`config.mk`:
```
export PLATFORM = sky130hd
export DESIGN_NAME = base64_decoder
export DESIGN_NICKNAME = d
export VERILOG_FILES = /design/src/hw/rtl/b64dec_pkg.sv /design/src/hw/rtl/b64dec_front.sv /design/src/hw/rtl/b64dec_queue.sv /design/src/hw/rtl/b64dec_back.sv /design/src/hw/rtl/base64_decoder.sv
export SDC_FILE = /design/constraint.sdc
export NUM_CORES = 1
export LEC_CHECK = 0
export BUFFER_PORTS_ARGS = -buffer_cell sky130_fd_sc_hd__buf_2
export CORE_MARGIN = 4
export CORE_UTILIZATION = 34
export DETAILED_ROUTE_END_ITERATION = 7
export PLACE_DENSITY = 0.61
export SLEW_MARGIN = 20
export SYNTH_ARGS = -nofsm -noshare
export SYNTH_HDL_FRONTEND = slang
export SYNTH_SLANG_ARGS = --single-unit
```
`constraint.sdc`:
```
create_clock -name aclk -period 7.2 [get_ports aclk]
set_input_delay 1.44 -clock aclk [delete_from_list [all_inputs] [get_ports aclk]]
set_output_delay 1.44 -clock aclk [all_outputs]
set_load 0.03 [all_outputs]
```
`src/hw/rtl/b64dec_pkg.sv`:
```
// ----------------------------------------------------------------------------
// b64dec_pkg
// Shared types, codes and the character classifier of the base64 decoder.
// ----------------------------------------------------------------------------
package b64dec_pkg;

    // Default width of the per-message byte counter
    localparam int COUNT_WIDTH_DEF = 16;

    // Commands held between the front and the back
    localparam int QUEUE_DEPTH = 4;

    localparam int CAP_WIDTH = 16;
    localparam int LEN_WIDTH = 16;

    // Classifier codes beyond the 64 alphabet digits
    localparam logic [6:0] DIG_SKIP = 7'd64;
    localparam logic [6:0] DIG_PAD  = 7'd65;
    localparam logic [6:0] DIG_BAD  = 7'd66;

    // Input item kinds
    localparam logic FUNC_CHAR = 1'b0;
    localparam logic FUNC_END  = 1'b1;

    // Report status codes
    localparam logic [1:0] ST_OK      = 2'd0;
    localparam logic [1:0] ST_INVALID = 2'd1;
    localparam logic [1:0] ST_SMALL   = 2'd2;

    // One unit of work for the back: up to three bytes, then maybe a report.
    // Bytes are packed first byte in [23:16].
    typedef struct packed {
        logic [1:0]           n_bytes;
        logic [23:0]          bytes;
        logic                 has_report;
        logic [1:0]           status;
        logic [LEN_WIDTH-1:0] length;
    } cmd_t;

    // Queue flags seen by the front and the back
    typedef struct packed {
        logic full;
        logic empty;
    } queue_stat_t;

    function automatic logic [6:0] classify(input logic [7:0] c);
        logic [6:0] d;
        if (c >= 8'h41 && c <= 8'h5a) begin
            d = 7'(c - 8'h41);
        end else if (c >= 8'h61 && c <= 8'h7a) begin
            d = 7'(c - 8'h61 + 8'd26);
        end else if (c >= 8'h30 && c <= 8'h39) begin
            d = 7'(c - 8'h30 + 8'd52);
        end else if (c == 8'h2b) begin
            d = 7'd62;
        end else if (c == 8'h2f) begin
            d = 7'd63;
        end else if (c == 8'h0a) begin
            d = DIG_SKIP;
        end else if (c == 8'h3d) begin
            d = DIG_PAD;
        end else begin
            d = DIG_BAD;
        end
        return d;
    endfunction

endpackage

```
`src/hw/rtl/b64dec_front.sv`:
```
// ----------------------------------------------------------------------------
// b64dec_front
// Classifies characters, gathers digits and tracks message state; issues
// byte and report commands to the queue.
// ----------------------------------------------------------------------------
module b64dec_front #(
    parameter int COUNT_WIDTH = b64dec_pkg::COUNT_WIDTH_DEF
) (
    input  logic                                aclk,
    input  logic                                aresetn,
    input  logic [b64dec_pkg::CAP_WIDTH-1:0]    output_capacity,
    input  logic                                in_valid,
    output logic                                in_ready,
    input  logic                                in_func,
    input  logic [7:0]                          in_char,
    input  b64dec_pkg::queue_stat_t             qstat,
    output logic                                cmd_valid,
    output b64dec_pkg::cmd_t                    cmd
);
    import b64dec_pkg::*;

    localparam int CMP_W = ((COUNT_WIDTH > CAP_WIDTH) ? COUNT_WIDTH : CAP_WIDTH) + 1;
    localparam logic [CMP_W-1:0] MAX_COUNT = CMP_W'((64'd1 << COUNT_WIDTH) - 64'd1);

    logic [23:0]            buf_reg,   buf_next;
    logic [1:0]             cnt_reg,   cnt_next;
    logic [COUNT_WIDTH-1:0] bytes_reg, bytes_next;
    logic                   pad_reg,   pad_next;
    logic [1:0]             err_reg,   err_next;

    logic             accept;
    logic [6:0]       dig;
    logic [23:0]      group;
    logic [1:0]       need;
    logic [CMP_W-1:0] limit;
    logic [CMP_W-1:0] sum;
    logic             over;

    assign in_ready = !qstat.full;
    assign accept   = in_valid && !qstat.full;
    assign dig      = classify(in_char);
    assign group    = {buf_reg[17:0], dig[5:0]};

    // Bytes that this item would release
    always_comb begin
        if (in_func == FUNC_CHAR) begin
            need = 2'd3;
        end else if (cnt_reg == 2'd3) begin
            need = 2'd2;
        end else if (cnt_reg == 2'd2) begin
            need = 2'd1;
        end else begin
            need = 2'd0;
        end
    end

    assign limit = (CMP_W'(output_capacity) < MAX_COUNT) ? CMP_W'(output_capacity) : MAX_COUNT;
    assign sum   = CMP_W'(bytes_reg) + CMP_W'(need);
    assign over  = sum > limit;

    always_comb begin
        buf_next   = buf_reg;
        cnt_next   = cnt_reg;
        bytes_next = bytes_reg;
        pad_next   = pad_reg;
        err_next   = err_reg;
        cmd_valid  = 1'b0;
        cmd        = '0;
        if (accept) begin
            if (in_func == FUNC_CHAR) begin
                if (err_reg == ST_OK && !pad_reg) begin
                    if (dig == DIG_SKIP) begin
                        buf_next = buf_reg;
                    end else if (dig == DIG_PAD) begin
                        pad_next = 1'b1;
                    end else if (dig == DIG_BAD) begin
                        err_next = ST_INVALID;
                    end else if (cnt_reg != 2'd3) begin
                        buf_next = group;
                        cnt_next = cnt_reg + 2'd1;
                    end else begin
                        buf_next = '0;
                        cnt_next = '0;
                        if (over) begin
                            err_next = ST_SMALL;
                        end else begin
                            bytes_next    = sum[COUNT_WIDTH-1:0];
                            cmd_valid     = 1'b1;
                            cmd.n_bytes   = 2'd3;
                            cmd.bytes     = group;
                        end
                    end
                end
            end else begin
                // End of message: flush a partial group, then report
                cmd_valid      = 1'b1;
                cmd.has_report = 1'b1;
                if (err_reg == ST_OK && need != 2'd0) begin
                    if (over) begin
                        err_next = ST_SMALL;
                    end else begin
                        bytes_next  = sum[COUNT_WIDTH-1:0];
                        cmd.n_bytes = need;
                        if (cnt_reg == 2'd3) begin
                            cmd.bytes = {buf_reg[17:2], 8'h00};
                        end else begin
                            cmd.bytes = {buf_reg[11:4], 16'h0000};
                        end
                    end
                end
                cmd.status = err_next;
                cmd.length = LEN_WIDTH'(CMP_W'(bytes_next));
                buf_next   = '0;
                cnt_next   = '0;
                bytes_next = '0;
                pad_next   = 1'b0;
                err_next   = ST_OK;
            end
        end
    end

    always_ff @(posedge aclk) begin
        if (!aresetn) begin
            buf_reg   <= '0;
            cnt_reg   <= '0;
            bytes_reg <= '0;
            pad_reg   <= 1'b0;
            err_reg   <= ST_OK;
        end else begin
            buf_reg   <= buf_next;
            cnt_reg   <= cnt_next;
            bytes_reg <= bytes_next;
            pad_reg   <= pad_next;
            err_reg   <= err_next;
        end
    end

endmodule

```
`src/hw/rtl/b64dec_queue.sv`:
```
// ----------------------------------------------------------------------------
// b64dec_queue
// Short command queue between the front and the back.
// ----------------------------------------------------------------------------
module b64dec_queue (
    input  logic                    aclk,
    input  logic                    aresetn,
    input  logic                    push,
    input  b64dec_pkg::cmd_t        push_cmd,
    input  logic                    pop,
    output b64dec_pkg::cmd_t        head,
    output b64dec_pkg::queue_stat_t qstat
);
    import b64dec_pkg::*;

    localparam int PTR_W = $clog2(QUEUE_DEPTH);

    cmd_t             mem [QUEUE_DEPTH];
    logic [PTR_W-1:0] wr_ptr_reg, wr_ptr_next;
    logic [PTR_W-1:0] rd_ptr_reg, rd_ptr_next;
    logic [PTR_W:0]   fill_reg,   fill_next;

    assign head        = mem[rd_ptr_reg];
    assign qstat.full  = fill_reg == (PTR_W + 1)'(QUEUE_DEPTH);
    assign qstat.empty = fill_reg == '0;

    always_comb begin
        wr_ptr_next = push ? wr_ptr_reg + PTR_W'(1) : wr_ptr_reg;
        rd_ptr_next = pop ? rd_ptr_reg + PTR_W'(1) : rd_ptr_reg;
        fill_next   = fill_reg + (PTR_W + 1)'(push) - (PTR_W + 1)'(pop);
    end

    always_ff @(posedge aclk) begin
        if (push) begin
            mem[wr_ptr_reg] <= push_cmd;
        end
    end

    always_ff @(posedge aclk) begin
        if (!aresetn) begin
            wr_ptr_reg <= '0;
            rd_ptr_reg <= '0;
            fill_reg   <= '0;
        end else begin
            wr_ptr_reg <= wr_ptr_next;
            rd_ptr_reg <= rd_ptr_next;
            fill_reg   <= fill_next;
        end
    end

endmodule

```
`src/hw/rtl/b64dec_back.sv`:
```
// ----------------------------------------------------------------------------
// b64dec_back
// Splits each queued command into result requests, one per cycle while
// m_tready allows, into a registered output stage.
// ----------------------------------------------------------------------------
module b64dec_back (
    input  logic                    aclk,
    input  logic                    aresetn,
    input  b64dec_pkg::cmd_t        head,
    input  b64dec_pkg::queue_stat_t qstat,
    output logic                    pop,
    output logic                    m_tvalid,
    input  logic                    m_tready,
    output logic [31:0]             m_tdata,
    output logic [0:0]              m_tuser,
    output logic                    m_tlast
);
    import b64dec_pkg::*;

    logic [1:0]  beat_reg,  beat_next;
    logic        valid_reg, valid_next;
    logic [31:0] data_reg,  data_next;
    logic        user_reg,  user_next;
    logic        last_reg,  last_next;

    logic       advance;
    logic [1:0] last_beat;
    logic       is_last;
    logic [7:0] sel_byte;

    assign advance   = !valid_reg || m_tready;
    assign last_beat = head.n_bytes + 2'(head.has_report) - 2'd1;
    assign is_last   = beat_reg == last_beat;
    assign pop       = advance && !qstat.empty && is_last;

    always_comb begin
        case (beat_reg)
            2'd0:    sel_byte = head.bytes[23:16];
            2'd1:    sel_byte = head.bytes[15:8];
            default: sel_byte = head.bytes[7:0];
        endcase
    end

    always_comb begin
        beat_next  = beat_reg;
        valid_next = valid_reg;
        data_next  = data_reg;
        user_next  = user_reg;
        last_next  = last_reg;
        if (advance) begin
            valid_next = !qstat.empty;
            if (!qstat.empty) begin
                last_next = is_last;
                beat_next = is_last ? 2'd0 : beat_reg + 2'd1;
                if (beat_reg < head.n_bytes) begin
                    data_next = {24'h000000, sel_byte};
                    user_next = 1'b0;
                end else begin
                    data_next = {6'd0, head.length, head.status, 8'h00};
                    user_next = 1'b1;
                end
            end
        end
    end

    always_ff @(posedge aclk) begin
        if (!aresetn) begin
            beat_reg  <= '0;
            valid_reg <= 1'b0;
        end else begin
            beat_reg  <= beat_next;
            valid_reg <= valid_next;
        end
    end

    always_ff @(posedge aclk) begin
        data_reg <= data_next;
        user_reg <= user_next;
        last_reg <= last_next;
    end

    assign m_tvalid = valid_reg;
    assign m_tdata  = data_reg;
    assign m_tuser  = user_reg;
    assign m_tlast  = last_reg;

endmodule

```
`src/hw/rtl/base64_decoder.sv`:
```
// ----------------------------------------------------------------------------
// base64_decoder
// Base64 text decoder: one character per request in, decoded bytes and an
// end-of-message report out.
// ----------------------------------------------------------------------------
// The decoder takes one character per cycle on the slave side while the
// queue has room, and returns decoded bytes on the master side, one result
// per cycle while m_tready is high. Every fourth alphabet digit releases
// three bytes; newlines are skipped, the first '=' ends the data and any
// other character flags invalid data and drops the rest of the message. A
// request with s_tuser set ends the message: held digits flush one or two
// bytes, followed by a report (m_tuser set) with the status and the byte
// count. A group that would exceed output_capacity is not emitted and the
// report says buffer too small. The front accepts a character every cycle
// while the four-entry command queue has room; the back drains one result
// per cycle, when not stalled, through an output register after the queue.
// An end of message with a partial group holds the queue head for up to
// three results. Write output_capacity only between messages.
// ----------------------------------------------------------------------------
module base64_decoder #(
    parameter int COUNT_WIDTH = b64dec_pkg::COUNT_WIDTH_DEF
) (
    input  logic                             aclk,
    input  logic                             aresetn,
    // Capacity register write
    input  logic                             cfg_we,
    input  logic [b64dec_pkg::CAP_WIDTH-1:0] cfg_wdata,
    // Character input
    input  logic                             s_tvalid,
    output logic                             s_tready,
    input  logic [7:0]                       s_tdata,  // [7:0] in_char
    input  logic [0:0]                       s_tuser,  // [0] func (1 = end of message)
    // Decoded output
    output logic                             m_tvalid,
    input  logic                             m_tready,
    output logic [31:0]                      m_tdata,  // [7:0] out_byte, [9:8] status,
                                                       // [25:10] decoded_length, rest 0
    output logic [0:0]                       m_tuser,  // [0] is_report
    output logic                             m_tlast   // last result of the request
);
    import b64dec_pkg::*;

    logic [CAP_WIDTH-1:0] cap_reg;
    logic                 cmd_valid;
    cmd_t                 cmd;
    cmd_t                 head;
    queue_stat_t          qstat;
    logic                 pop;

    // Hold the capacity; reset to the full 16-bit range
    always_ff @(posedge aclk) begin
        if (!aresetn) begin
            cap_reg <= '1;
        end else if (cfg_we) begin
            cap_reg <= cfg_wdata;
        end
    end

    // Front: classify characters and advance the message state
    b64dec_front #(
        .COUNT_WIDTH (COUNT_WIDTH)
    ) u_front (
        .aclk            (aclk),
        .aresetn         (aresetn),
        .output_capacity (cap_reg),
        .in_valid        (s_tvalid),
        .in_ready        (s_tready),
        .in_func         (s_tuser[0]),
        .in_char         (s_tdata),
        .qstat           (qstat),
        .cmd_valid       (cmd_valid),
        .cmd             (cmd)
    );

    // Decouple the front from output stalls
    b64dec_queue u_queue (
        .aclk     (aclk),
        .aresetn  (aresetn),
        .push     (cmd_valid),
        .push_cmd (cmd),
        .pop      (pop),
        .head     (head),
        .qstat    (qstat)
    );

    // Back: drop each command onto the output one result at a time
    b64dec_back u_back (
        .aclk     (aclk),
        .aresetn  (aresetn),
        .head     (head),
        .qstat    (qstat),
        .pop      (pop),
        .m_tvalid (m_tvalid),
        .m_tready (m_tready),
        .m_tdata  (m_tdata),
        .m_tuser  (m_tuser),
        .m_tlast  (m_tlast)
    );

endmodule

```
==> results of run 1 <==
## stage by stage
stage | util (%) | power, mW | instances | cell area (um^2)
2_1_floorplan | - | 2.54 | 961 | 12600
3_3_place_gp | 36.4 | 2.79 | 1449 | 13300
3_5_place_dp | 36.4 | 2.80 | 1449 | 13300
4_1_cts | 39.2 | 4.36 | 1505 | 14300
5_1_grt | 39.2 | 4.50 | 1505 | 14300
6_report | 39.2 | 4.31 | 1505 | 14300
## cells by family (layout without fill, tap and decap cells)
logic type / count (synthesis) / in the layout / synth area share [%]
simple gates: 287 / 287 / 11.8
flops: 275 / 275 / 60.5
buf+inv: 109 / 185 / 3.76
compound gates: 160 / 160 / 8.92
fa+ha+maj: 40 / 40 / 4.11
mux: 50 / 50 / 8.49
xor+xnor: 34 / 34 / 2.37
other cells: 1 / 6 / 0.0299
## worst max-delay path by stage
stage / start / end / cells past startpoint
after floorplan: s_tuser / u_queue.mem[0][0] / 17
after global routing: s_tuser / u_queue.fill_reg[2] / 23
after CTS: s_tuser / u_queue.mem[1][41] / 18
after detailed placement: s_tuser / u_queue.mem[1][41] / 18
after global placement: s_tuser / u_queue.mem[1][37] / 18
final: s_tuser / u_queue.mem[1][41] / 18
## power groups by stage
stage	Clock, mW	Sequential (mW)	Combinational (mW)
3_5_place_dp	0	1.98	0.816
4_1_cts	1.59	1.95	0.818
6_report	1.56	1.95	0.801
5_1_grt	1.66	1.96	0.875
2_1_floorplan	0	2.14	0.402
3_3_place_gp	0	1.98	0.810
## tightest hold or removal path, cell delays in order (launching register included)
cell	delay, ns
sky130_fd_sc_hd__dfxtp_1	0.32
sky130_fd_sc_hd__nand2_1	0.05
sky130_fd_sc_hd__a21oi_1	0.05
## area by class of cell
type                            instances  area (um^2)
Clock buffer                           42          837
Clock inverter                         14          178
Sequential cell                       275         7590
Multi-Input combinational cell        577         4520
Timing Repair Buffer                   76          423
Fill cell                            3417        22200
Tap cell                              468          586
Inverter                               53          199
## cells in the mapped netlist, types with 4 or more instances
cell type | instances | area (um^2)
sky130_fd_sc_hd__edfxtp_1 | 208 | 6250
sky130_fd_sc_hd__nand2_1 | 72 | 270
sky130_fd_sc_hd__dfxtp_1 | 67 | 1340
sky130_fd_sc_hd__nor2_1 | 54 | 203
sky130_fd_sc_hd__inv_1 | 53 | 199
sky130_fd_sc_hd__a21oi_1 | 52 | 260
sky130_fd_sc_hd__mux4_2 | 45 | 1010
sky130_fd_sc_hd__and2_1 | 38 | 238
sky130_fd_sc_hd__ha_1 | 38 | 475
sky130_fd_sc_hd__nand3_1 | 35 | 175
sky130_fd_sc_hd__xnor2_1 | 30 | 263
sky130_fd_sc_hd__clkbuf_1 | 27 | 101
sky130_fd_sc_hd__o211ai_1 | 24 | 180
sky130_fd_sc_hd__nor3_1 | 17 | 85.1
sky130_fd_sc_hd__o21ai_0 | 17 | 85.1
sky130_fd_sc_hd__nor4_1 | 15 | 93.8
sky130_fd_sc_hd__buf_2 | 11 | 55.1
sky130_fd_sc_hd__nand4_1 | 10 | 62.6
sky130_fd_sc_hd__a22oi_1 | 9 | 67.6
sky130_fd_sc_hd__buf_1 | 8 | 30.0
sky130_fd_sc_hd__a22o_1 | 7 | 61.3
sky130_fd_sc_hd__buf_4 | 7 | 52.6
sky130_fd_sc_hd__or2_2 | 7 | 43.8
sky130_fd_sc_hd__or3_1 | 7 | 43.8
sky130_fd_sc_hd__a21o_1 | 5 | 37.5
sky130_fd_sc_hd__o21a_1 | 5 | 37.5
sky130_fd_sc_hd__and3_1 | 4 | 25.0
sky130_fd_sc_hd__mux2i_1 | 4 | 40.0
sky130_fd_sc_hd__nand2b_1 | 4 | 25.0
sky130_fd_sc_hd__nor2b_1 | 4 | 25.0
sky130_fd_sc_hd__xor2_1 | 4 | 35.0
## placed cells by master (no fill, tap or decap), types with 8 or more instances in the layout
| cell | instances |
|---|---|
| sky130_fd_sc_hd__clkbuf_1 | 9 |
| sky130_fd_sc_hd__buf_4 | 17 |
| sky130_fd_sc_hd__a21oi_1 | 52 |
| sky130_fd_sc_hd__nor3_1 | 17 |
| sky130_fd_sc_hd__nand4_1 | 10 |
| sky130_fd_sc_hd__mux4_2 | 45 |
| sky130_fd_sc_hd__ha_1 | 38 |
| sky130_fd_sc_hd__nor2_1 | 53 |
| sky130_fd_sc_hd__nand2_1 | 72 |
| sky130_fd_sc_hd__xnor2_1 | 30 |
| sky130_fd_sc_hd__clkbuf_16 | 31 |
| sky130_fd_sc_hd__buf_2 | 59 |
| sky130_fd_sc_hd__o211ai_1 | 24 |
| sky130_fd_sc_hd__inv_1 | 53 |
| sky130_fd_sc_hd__a22oi_1 | 9 |
| sky130_fd_sc_hd__edfxtp_1 | 208 |
| sky130_fd_sc_hd__nand3_1 | 35 |
| sky130_fd_sc_hd__o21ai_0 | 17 |
| sky130_fd_sc_hd__and2_1 | 34 |
| sky130_fd_sc_hd__nor4_1 | 15 |
| sky130_fd_sc_hd__clkinv_2 | 8 |
| sky130_fd_sc_hd__dfxtp_1 | 65 |
## metal layers
layer	wire length, um	global-route usage (%)
met5	7	0
met4	463	3.19
met3	1560	1.91
met2	12600	21.8
met1	13200	20.7
==> key figures, run 1 <==
Flow run
  – Count of maximum capacitance violations: 0

Final layout
  – Ratio of cells with drive above 1 in the final layout: 19.0%
  – Antenna diode count: 0
  – Max FFs per register: 180
  – Synthesis-to-layout area growth: 14.2%
  – Nets: 1083

CTS
  – Reg clk slew, reported paths: around 0.060 ns
  – Buffer cell driving the clock tree root: sky130_fd_sc_hd__clkbuf_16
  – Quantity of gates resized following cts: 0
  – Sink count of the clock tree: 275
  – TritonCTS clock tree: yes
  – H-tree levels: 1
  – CTS max path bufs: 3
  – # Post-CTS Setup Buffers: 0
  – Hold Buf Count CTS: 0
  – Insertion delay to the later sink of the worst-skew pair: 0.55 ns
  – Number of clock buffers inserted by TritonCTS: 30

Pwr
  – VDD IR-drop max: approximately 0.21 mV
  – Sw frac: ~28%
  – Combinational cell fraction of total power: a little under a fifth
  – PwrDens: 301 nW/um^2
  – Fraction of power consumed by the clock network: between 30% and 40%
  – Switch Pwr: 1.21 mW
  – Sequential power share: between 40% and 50%
  – Internal: 3.10 mW
  – Leakage power figure: 5.18 nW

STA
  – Total negative slack for setup checks: 0 ns
  – Worst slew margin: 28.4%
  – Max Clock Skew: 0.0206 ns
  – Post-layout minimum cycle time: 6.19 ns
  – Hold_ws: 0.469 ns
  – Unrepaired setup endpoints after global routing: no
  – Maximum clock frequency: 161 MHz
  – Fin crit share: 86.0%
  – Pins Over Slew Limit: 0
  – Count of final hold-check violations: 0
  – Number of failing setup endpoints in the final timing report: 0
  – Setup slack of the critical path after layout: 1.01 ns
  – Worst slew pin tran: 1.07 ns

GRT
  – Leftover overflow at the end of global routing: 0
  – Global-route wire length before repair: 44000 um
  – Total GRT Usage: 13.9%
  – Number of global-route vias before repair: ~7800
  – Maximum number of pins on one net before global-route repair: 39
  – Initial antenna violation count: 1

Synthesis
  – Netlist cell types: 75
  – Post-synthesis cell area: about 13000 um^2
  – Post-synth EDFFs: about 210
  – Mean instance size in the synthesized netlist: approximately 13 um^2
  – Yosys warning total: 0
  – Synth Register Bits: 275
  – Gate count of the mapped netlist: 956
  – Synth Flop Type: sky130_fd_sc_hd__edfxtp_1
  – Share of synthesized area occupied by flip-flops and latches: 60.5%
  – Async set-reset flop share out of synthesis: 0%

Setup path
  – Start-to-end type of the worst setup path: primary input to register
  – Data arrival time of the critical path: 6.57 ns
  – Slowest-stage cell, CP: sky130_fd_sc_hd__nor2b_1
  – Crit path max-delay family: simple AND/OR/NAND/NOR gates
  – Critical path startpoint category: primary input
  – Sort of element at the end of the critical path: register
  – Number of buffer and inverter stages on the critical path: 3
  – Largest fanout on the critical path: 23
  – Reg2reg start: u_front.cnt_reg[0]
  – Reg2reg setup slack: 1.44 ns
  – Highest cell delay on the worst timing path: 0.62 ns
  – Data required time of the worst path: 7.58 ns
  – Cell chain of the critical path: buf_2 -> nand2b_1 -> ha_1 -> inv_1 -> fa_1 -> nand4b_1 -> nor3_1 -> nand3_1 -> xnor2_1 -> ha_1 -> nand3_1 -> or4_1 -> o32ai_2 -> a31oi_2 -> buf_4 -> nor4_2 -> nor2b_1 -> a22o_1
  – Reg2Reg Capture Point: u_queue.mem[1][41]
  – R2R depth: 17

Place
  – Post-placement setup slack: 0.518 ns
  – Number of port buffers: between 50 and 60
  – Last weighted congestion value of the routability-driven placer: 0.839
  – Detailed-placement wirelength estimate: ~19000 um

Floorplanning
  – Total I/O pin count: 66
  – Height of the die: approximately 200 um
  – Total die area: around 40000 um^2
  – Horiz. Die Dim: between 200 and 250 um
  – Starting utilization of the core area: 34.3%
  – Rows: 70
  – Core ar.: 36500 um^2

Worst hold path
  – Worst min-delay path class: register to register
  – Hold path depth: 2
  – Hold path start: u_front.buf_reg[12]
  – Endpoint, Worst Hold: u_front.buf_reg[12]

Detailed routing
  – DR iter-0 viols: around 640
  – Number of nets with antenna violations after routing: 0
  – DRT Wirelength: between 20000 and 30000 um
  – DR pass1 iterations: 5
  – Routed length per instance: 18.5 um
  – Detail-routed via count per cell: roughly 5.2
  – Post-route DRC violation count: 0
  – Total number of vias: 7784

Run status
  – Status: finished clean
Power figures use the tool's default switching activity.
==> run 2, diff against run 1 <==
--- a/config.mk
+++ b/config.mk
@@ -13,4 +13,5 @@
 export SLEW_MARGIN = 20
 export SYNTH_ARGS = -nofsm -noshare
 export SYNTH_HDL_FRONTEND = slang
+export SYNTH_HIERARCHICAL = 1
 export SYNTH_SLANG_ARGS = --single-unit
==> key figures, run 2 <==
Run status
  – Status: finished clean

Floorplanning
  – Horiz. Die Dim: 202 um
  – Height of the die: 202 um
  – Total die area: ~40000 um^2
  – Core ar.: 37000 um^2
  – Rows: 70
  – Starting utilization of the core area: 34.8%
  – Total I/O pin count: 66

CTS
  – Buffer cell driving the clock tree root: sky130_fd_sc_hd__clkbuf_16
  – Quantity of gates resized following cts: 0
  – # Post-CTS Setup Buffers: 0
  – H-tree levels: 1
  – CTS max path bufs: 3
  – Insertion delay to the later sink of the worst-skew pair: 0.54 ns
  – Sink count of the clock tree: 275
  – Number of clock buffers inserted by TritonCTS: 30
  – Hold Buf Count CTS: 0
  – Reg clk slew, reported paths: 0.06 ns
  – TritonCTS clock tree: yes

GRT
  – Number of global-route vias before repair: 7498
  – Global-route wire length before repair: 42700 um
  – Total GRT Usage: between 10% and 20%
  – Most used routing layer: met1
  – Initial antenna violation count: 1
  – Grt met1 use: 19.9%
  – Leftover overflow at the end of global routing: 0
  – Met2 track demand over resource in global routing: between 10% and 20%
  – Global Route met3 Usage: between 1.5 and 2%
  – Maximum number of pins on one net before global-route repair: 60

Synthesis
  – Post-synthesis cell area: 12900 um^2
  – Yosys warning total: 6
  – Cell type with the highest aggregate area in the netlist: sky130_fd_sc_hd__edfxtp_1
  – Gate count of the mapped netlist: 950
  – Cell with the most instances after synthesis: sky130_fd_sc_hd__edfxtp_1
  – Commonest cells in the netlist: 208 x sky130_fd_sc_hd__edfxtp_1, 78 x sky130_fd_sc_hd__nand2_1, 67 x sky130_fd_sc_hd__dfxtp_1
  – Post-synth top area share: between 40% and 50%
  – Mean instance size in the synthesized netlist: 13.5 um^2
  – Synth Register Bits: 275
  – Netlist cell types: 88
  – Async set-reset flop share out of synthesis: 0%
  – Cell types occupying the most area after synthesis: sky130_fd_sc_hd__edfxtp_1 49%, sky130_fd_sc_hd__dfxtp_1 10%, sky130_fd_sc_hd__mux4_2 7.0%
  – Synth Flop Type: sky130_fd_sc_hd__edfxtp_1
  – Share of synthesized area occupied by flip-flops and latches: 59.0%
  – Post-synth EDFFs: 208

Setup path
  – Sort of element at the end of the critical path: register
  – Data required time of the worst path: 7.43 ns
  – Start-to-end type of the worst setup path: primary input to register
  – Critical path startpoint category: primary input
  – Data arrival time of the critical path: 6.18 ns
  – Largest fanout on the critical path: 14

Pwr
  – PwrDens: between 300 and 400 nW/um^2
  – Leakage power figure: 5.31 nW
  – VDD IR-drop max: 0.190 mV
  – Post-route total power: 4.67 mW

STA
  – Unrepaired setup endpoints after global routing: no
  – Worst slew pin tran: 1.01 ns
  – Maximum clock frequency: approximately 170 MHz
  – Post-layout minimum cycle time: 5.95 ns
  – Worst slew margin: 32.6%
  – Number of failing setup endpoints in the final timing report: 0
  – Fin crit share: 82.6%
  – Max Clock Skew: 0.0118 ns
  – Count of final hold-check violations: 0
  – Pins Over Slew Limit: 0
  – Total negative slack for setup checks: 0 ns

Final layout
  – Ratio of cells with drive above 1 in the final layout: 19.1%
  – Non-filler instance count after layout: 1531
  – Multi-input logic area: about 4700 um^2
  – Most used cells in the layout excluding fill and tap cells: 208 x sky130_fd_sc_hd__edfxtp_1, 78 x sky130_fd_sc_hd__nand2_1, 65 x sky130_fd_sc_hd__dfxtp_1
  – Antenna diode count: 0
  – Max FFs per register: 180
  – Sequential cell area: 7590 um^2
  – Commonest non-fill, non-tap cell in the layout: sky130_fd_sc_hd__edfxtp_1
  – Nets: 1074
  – Layout fillers: 3530
  – Synthesis-to-layout area growth: 13.5%

Worst hold path
  – Worst min-delay path class: register to register

Detailed routing
  – Number of nets with antenna violations after routing: 0
  – Total number of vias: 7591
  – Routed length per instance: 17.3 um
  – DR pass1 iterations: 5
  – DR iter-0 viols: 566
  – DRT Wirelength: 26600 um
  – Detail-routed via count per cell: 4.96
  – Post-route DRC violation count: 0

Place
  – Number of port buffers: 59
  – Detailed-placement wirelength estimate: between 15000 and 20000 um
  – Placed Cells: 1475
  – Last weighted congestion value of the routability-driven placer: 0.822

Flow run
  – Count of maximum capacitance violations: 0
-- run 2: changes by cell type after synthesis, sizes merged, moves of 11 or more --
cell / previous run / this run
o211ai: 24 / 6
a21oi: 52 / 28
mux2i: 4 / 20
clkbuf: 27 / 16
buf: 29 / 41
o21ai: 19 / 32
nor4: 17 / 2
-- run 2: cells by family after synthesis --
kind of cell    share of synthesized area (%)
other cells                            0.0292
xor+xnor                                 2.70
mux                                      9.59
compound gates                           8.84
flops                                    59.0
buf+inv                                  4.87
simple gates                             10.9
fa+ha+maj                                4.11
-- run 2: routing by layer --
layer,up-vias,part of all wire [%]
li1,3637,-
met1,3734,50
met2,181,44
met3,37,4.5
met4,2,1.6
met5,-,0.045
-- run 2: final timing paths --
| kind | start | end | slack (ns) | cells after the start |
|---|---|---|---|---|
| min | u_front/buf_reg[17] | u_front/buf_reg[17] | 0.47 | 2 |
| min reg2reg | u_front/buf_reg[17] | u_front/buf_reg[17] | 0.47 | 2 |
| max | s_tuser | u_queue/mem[1][24] | 1.25 | 21 |
| max reg2reg | u_front/cnt_reg[0] | u_queue/mem[1][24] | 1.48 | 20 |
-- run 2: worst max-delay path: stages --
cell,delay [ns]
sky130_fd_sc_hd__buf_2,0.16
sky130_fd_sc_hd__nand2b_1,0.11
sky130_fd_sc_hd__ha_1,0.17
sky130_fd_sc_hd__inv_1,0.06
sky130_fd_sc_hd__fa_1,0.48
sky130_fd_sc_hd__nor3_4,0.32
sky130_fd_sc_hd__nand3_1,0.24
sky130_fd_sc_hd__nor2_1,0.32
sky130_fd_sc_hd__xnor2_1,0.16
sky130_fd_sc_hd__ha_1,0.26
sky130_fd_sc_hd__a211o_1,0.26
sky130_fd_sc_hd__o211ai_1,0.09
sky130_fd_sc_hd__a21oi_1,0.10
sky130_fd_sc_hd__o31a_4,0.40
sky130_fd_sc_hd__or2_1,0.27
sky130_fd_sc_hd__a21oi_2,0.14
sky130_fd_sc_hd__nand2_1,0.09
sky130_fd_sc_hd__o21ai_0,0.21
sky130_fd_sc_hd__buf_4,0.20
sky130_fd_sc_hd__and2_2,0.41
sky130_fd_sc_hd__buf_4,0.28
-- run 2: final cells by class --
type	count	area share, %
clock inverters	14	1.20
flip-flops and latches	275	52.0
repair buffers	73	3.17
multi-input cells	569	32.0
inverters	54	1.39
clock buffers	42	5.87
well taps	504	4.32
-- run 2: where the power goes --
| group | internal, mW | switching, mW | leakage (nW) | total, mW |
|---|---|---|---|---|
| clock network | 0.971 | 0.597 | 0.504 | 1.57 |
| logic | 0.411 | 0.683 | 2.26 | 1.09 |
| registers | 1.91 | 0.0890 | 2.55 | 2.00 |
-- run 2: per-stage QoR --
step	setup WS (ns)	utilization [%]	instance area [um^2]	hold slack (ns)
floorplan	0.252	-	12900	0.431
global placement	0.808	36.7	13600	0.446
detailed placement	0.708	36.7	13600	0.451
CTS	1.28	39.5	14600	0.459
global route	0.882	39.5	14600	0.486
finish	1.25	39.5	14600	0.465
==> run 3, diff against run 2 <==
--- a/config.mk
+++ b/config.mk
@@ -5,6 +5,7 @@
 export SDC_FILE = /design/constraint.sdc
 export NUM_CORES = 1
 export LEC_CHECK = 0
+export ABC_AREA = 1
 export BUFFER_PORTS_ARGS = -buffer_cell sky130_fd_sc_hd__buf_2
 export CORE_MARGIN = 4
 export CORE_UTILIZATION = 34
==> constraint.sdc (replaced) <==
create_clock -name aclk -period 6 [get_ports aclk]
set_input_delay 1.2 -clock aclk [delete_from_list [all_inputs] [get_ports aclk]]
set_output_delay 1.2 -clock aclk [all_outputs]
set_load 0.03 [all_outputs]
==> key figures, run 3 <==
Detailed routing
  – Post-route DRC violation count: 0
  – Routed length per instance: around 14 um
  – Number of nets with antenna violations after routing: 0
  – DRT Wirelength: between 30000 and 40000 um
  – DR iter-0 viols: roughly 400
  – Total number of vias: roughly 9900
  – Detail-routed via count per cell: 4.66
  – DR pass1 iterations: 5

STA
  – Maximum clock frequency: 201 MHz
  – Pins Over Slew Limit: 0
  – Total negative slack for setup checks: 0 ns
  – Fin crit share: 82.7%
  – Post-layout minimum cycle time: 4.96 ns
  – Setup slack of the critical path after layout: 1.04 ns
  – Max Clock Skew: 0.0221 ns
  – Worst slew margin: 39.8%
  – Number of failing setup endpoints in the final timing report: 0
  – Count of final hold-check violations: 0
  – Unrepaired setup endpoints after global routing: no
  – Worst slew pin tran: 0.897 ns

Place
  – Post-placement setup slack: ~0.48 ns
  – Number of port buffers: 59
  – Detailed-placement wirelength estimate: 20800 um
  – Area post-placement: 14900 um^2
  – Last weighted congestion value of the routability-driven placer: between 0.8 and 0.9

Pwr
  – Combinational cell fraction of total power: 27.5%
  – VDD IR-drop max: between 0.2 and 0.25 mV
  – Switch Pwr: 2.01 mW
  – Internal: 3.77 mW
  – PwrDens: 364 nW/um^2
  – Post-route total power: 5.77 mW
  – Fraction of power consumed by the clock network: 30.3%
  – Leakage power figure: ~6.6 nW
  – Sequential power share: a little over two fifths
  – Sw frac: between 30% and 40%

GRT
  – Leftover overflow at the end of global routing: 0
  – Initial antenna violation count: 0
  – Maximum number of pins on one net before global-route repair: 73
  – Number of global-route vias before repair: 9589
  – Total GRT Usage: 13.4%
  – Global-route wire length before repair: 50100 um

Final layout
  – Antenna diode count: 0
  – Commonest non-fill, non-tap cell in the layout: sky130_fd_sc_hd__nand2_1
  – Cell area after layout: 15900 um^2
  – Max FFs per register: 180
  – Sequential cell area: about 7600 um^2
  – Nets: 1637
  – Most used cells in the layout excluding fill and tap cells: 353 x sky130_fd_sc_hd__nand2_1, 238 x sky130_fd_sc_hd__inv_1, 208 x sky130_fd_sc_hd__edfxtp_1
  – Layout fillers: 4157
  – Synthesis-to-layout area growth: 10.9%
  – Multi-input logic area: between 5000 and 6000 um^2
  – Ratio of cells with drive above 1 in the final layout: 16.0%
  – Share of the core filled with cells: 38.5%

Synthesis
  – Yosys warning total: 6
  – Cell types occupying the most area after synthesis: sky130_fd_sc_hd__edfxtp_1 44%, sky130_fd_sc_hd__dfxtp_1 9.4%, sky130_fd_sc_hd__nand2_1 9.3%
  – Synth Register Bits: 275
  – Async set-reset flop share out of synthesis: 0%
  – Post-synth top area share: 43.6%
  – Cell type with the highest aggregate area in the netlist: sky130_fd_sc_hd__edfxtp_1
  – Post-synth EDFFs: 208
  – Commonest cells in the netlist: 353 x sky130_fd_sc_hd__nand2_1, 242 x sky130_fd_sc_hd__inv_1, 208 x sky130_fd_sc_hd__edfxtp_1
  – Synth Flop Type: sky130_fd_sc_hd__edfxtp_1
  – Gate count of the mapped netlist: 1534
  – Mean instance size in the synthesized netlist: 9.34 um^2
  – Share of synthesized area occupied by flip-flops and latches: 53.0%
  – Cell with the most instances after synthesis: sky130_fd_sc_hd__nand2_1
  – Post-synthesis cell area: approximately 14000 um^2
  – Netlist cell types: 48

Floorplanning
  – Total die area: 45500 um^2
  – Height of the die: 213 um
  – Starting utilization of the core area: 34.8%
  – Total I/O pin count: 66
  – Rows: 74
  – Horiz. Die Dim: between 200 and 250 um
  – Core ar.: 41200 um^2

CTS
  – # Post-CTS Setup Buffers: 0
  – Hold Buf Count CTS: 0
  – Insertion delay to the later sink of the worst-skew pair: roughly 0.54 ns
  – Number of clock buffers inserted by TritonCTS: 29
  – Reg clk slew, reported paths: 0.06 ns
  – H-tree levels: 1
  – Quantity of gates resized following cts: 0
  – TritonCTS clock tree: yes
  – CTS max path bufs: 3
  – Sink count of the clock tree: 275
  – Buffer cell driving the clock tree root: sky130_fd_sc_hd__clkbuf_16

Setup path
  – Slowest-stage cell, CP: sky130_fd_sc_hd__fa_1
  – Sort of element at the end of the critical path: register
  – Largest fanout on the critical path: 24
  – Highest cell delay on the worst timing path: 0.47 ns
  – Critical path startpoint category: primary input
  – Data required time of the worst path: 6.48 ns
  – Most frequent cell on the critical path: sky130_fd_sc_hd__nand2_1
  – Data arrival time of the critical path: between 5 and 6 ns
  – Start-to-end type of the worst setup path: primary input to register

Flow run
  – Count of maximum capacitance violations: 0

Run status
  – Status: finished clean

Worst hold path
  – Worst min-delay path class: register to register
[run 3: cell count changes in the layout (fill, tap and decap cells not counted), sizes merged, moves of 42 or more]
| cell | change |
|---|---|
| inv | +195 |
| nor2 | +42 |
| o21ai | +45 |
| a21oi | +71 |
| o211ai | +55 |
| mux4 | -45 |
| nand3 | +58 |
| nand2 | +296 |
[run 3: logic make-up after synthesis]
kind of cell | after synthesis | share of synthesized area (%)
simple gates | 608 | 19.3
other cells | 1 | 0.0262
compound gates | 251 | 12.0
fa+ha+maj | 41 | 3.69
buf+inv | 338 | 10.7
xor+xnor | 20 | 1.22
flops | 275 | 53.0
[run 3: final timing paths]
kind | start | end | slack [ns] | cells after the start
setup / recovery | s_tuser | u_queue/fill_reg[2] | 1.04 | 30
hold / removal | cap_reg[1] | cap_reg[1] | 0.45 | 2
setup reg to reg | u_front/cnt_reg[0] | u_queue/fill_reg[2] | 1.20 | 29
hold reg to reg | cap_reg[1] | cap_reg[1] | 0.45 | 2
[run 3: power groups by stage]
stage	Sequential [mW]	Clock (mW)	Combinational (mW)
final	2.44	1.75	1.59
after floorplan	2.64	0	1.10
after CTS	2.44	1.80	1.62
after detailed placement	2.48	0	1.62
after global placement	2.48	0	1.59
after global routing	2.47	1.88	1.80
[run 3: area by class of cell]
type                            instances  share of cell area (%)
Clock buffer                           30                    4.59
Clock inverter                         24                    1.36
Inverter                              258                    6.16
Multi-Input combinational cell        926                    32.9
Sequential cell                       275                    47.8
Tap cell                              532                    4.19
Timing Repair Buffer                   76                    2.98
[run 3: per-stage QoR]
step	hold WS (ns)	instances
global placement	0.440	2067
floorplan	0.427	1539
finish	0.454	2121
detailed placement	0.447	2067
CTS	0.462	2121
global route	0.472	2121
[run 3: worst max-delay path: cells and delay by family]
kind	cells	cell delay, ns
buf+inv	6	0.68
xor+xnor	1	0.19
fa+ha+maj	4	1.39
simple gates	19	1.97
[run 3: per-layer routing]
layer | track usage, % | vias up | part of all wire [%]
li1 | - | 5099 | -
met1 | 19.4 | 4576 | 49
met2 | 22.0 | 175 | 45
met3 | 1.70 | 33 | 4.5
met4 | 2.56 | 0 | 1.5
met5 | 0 | - | 0
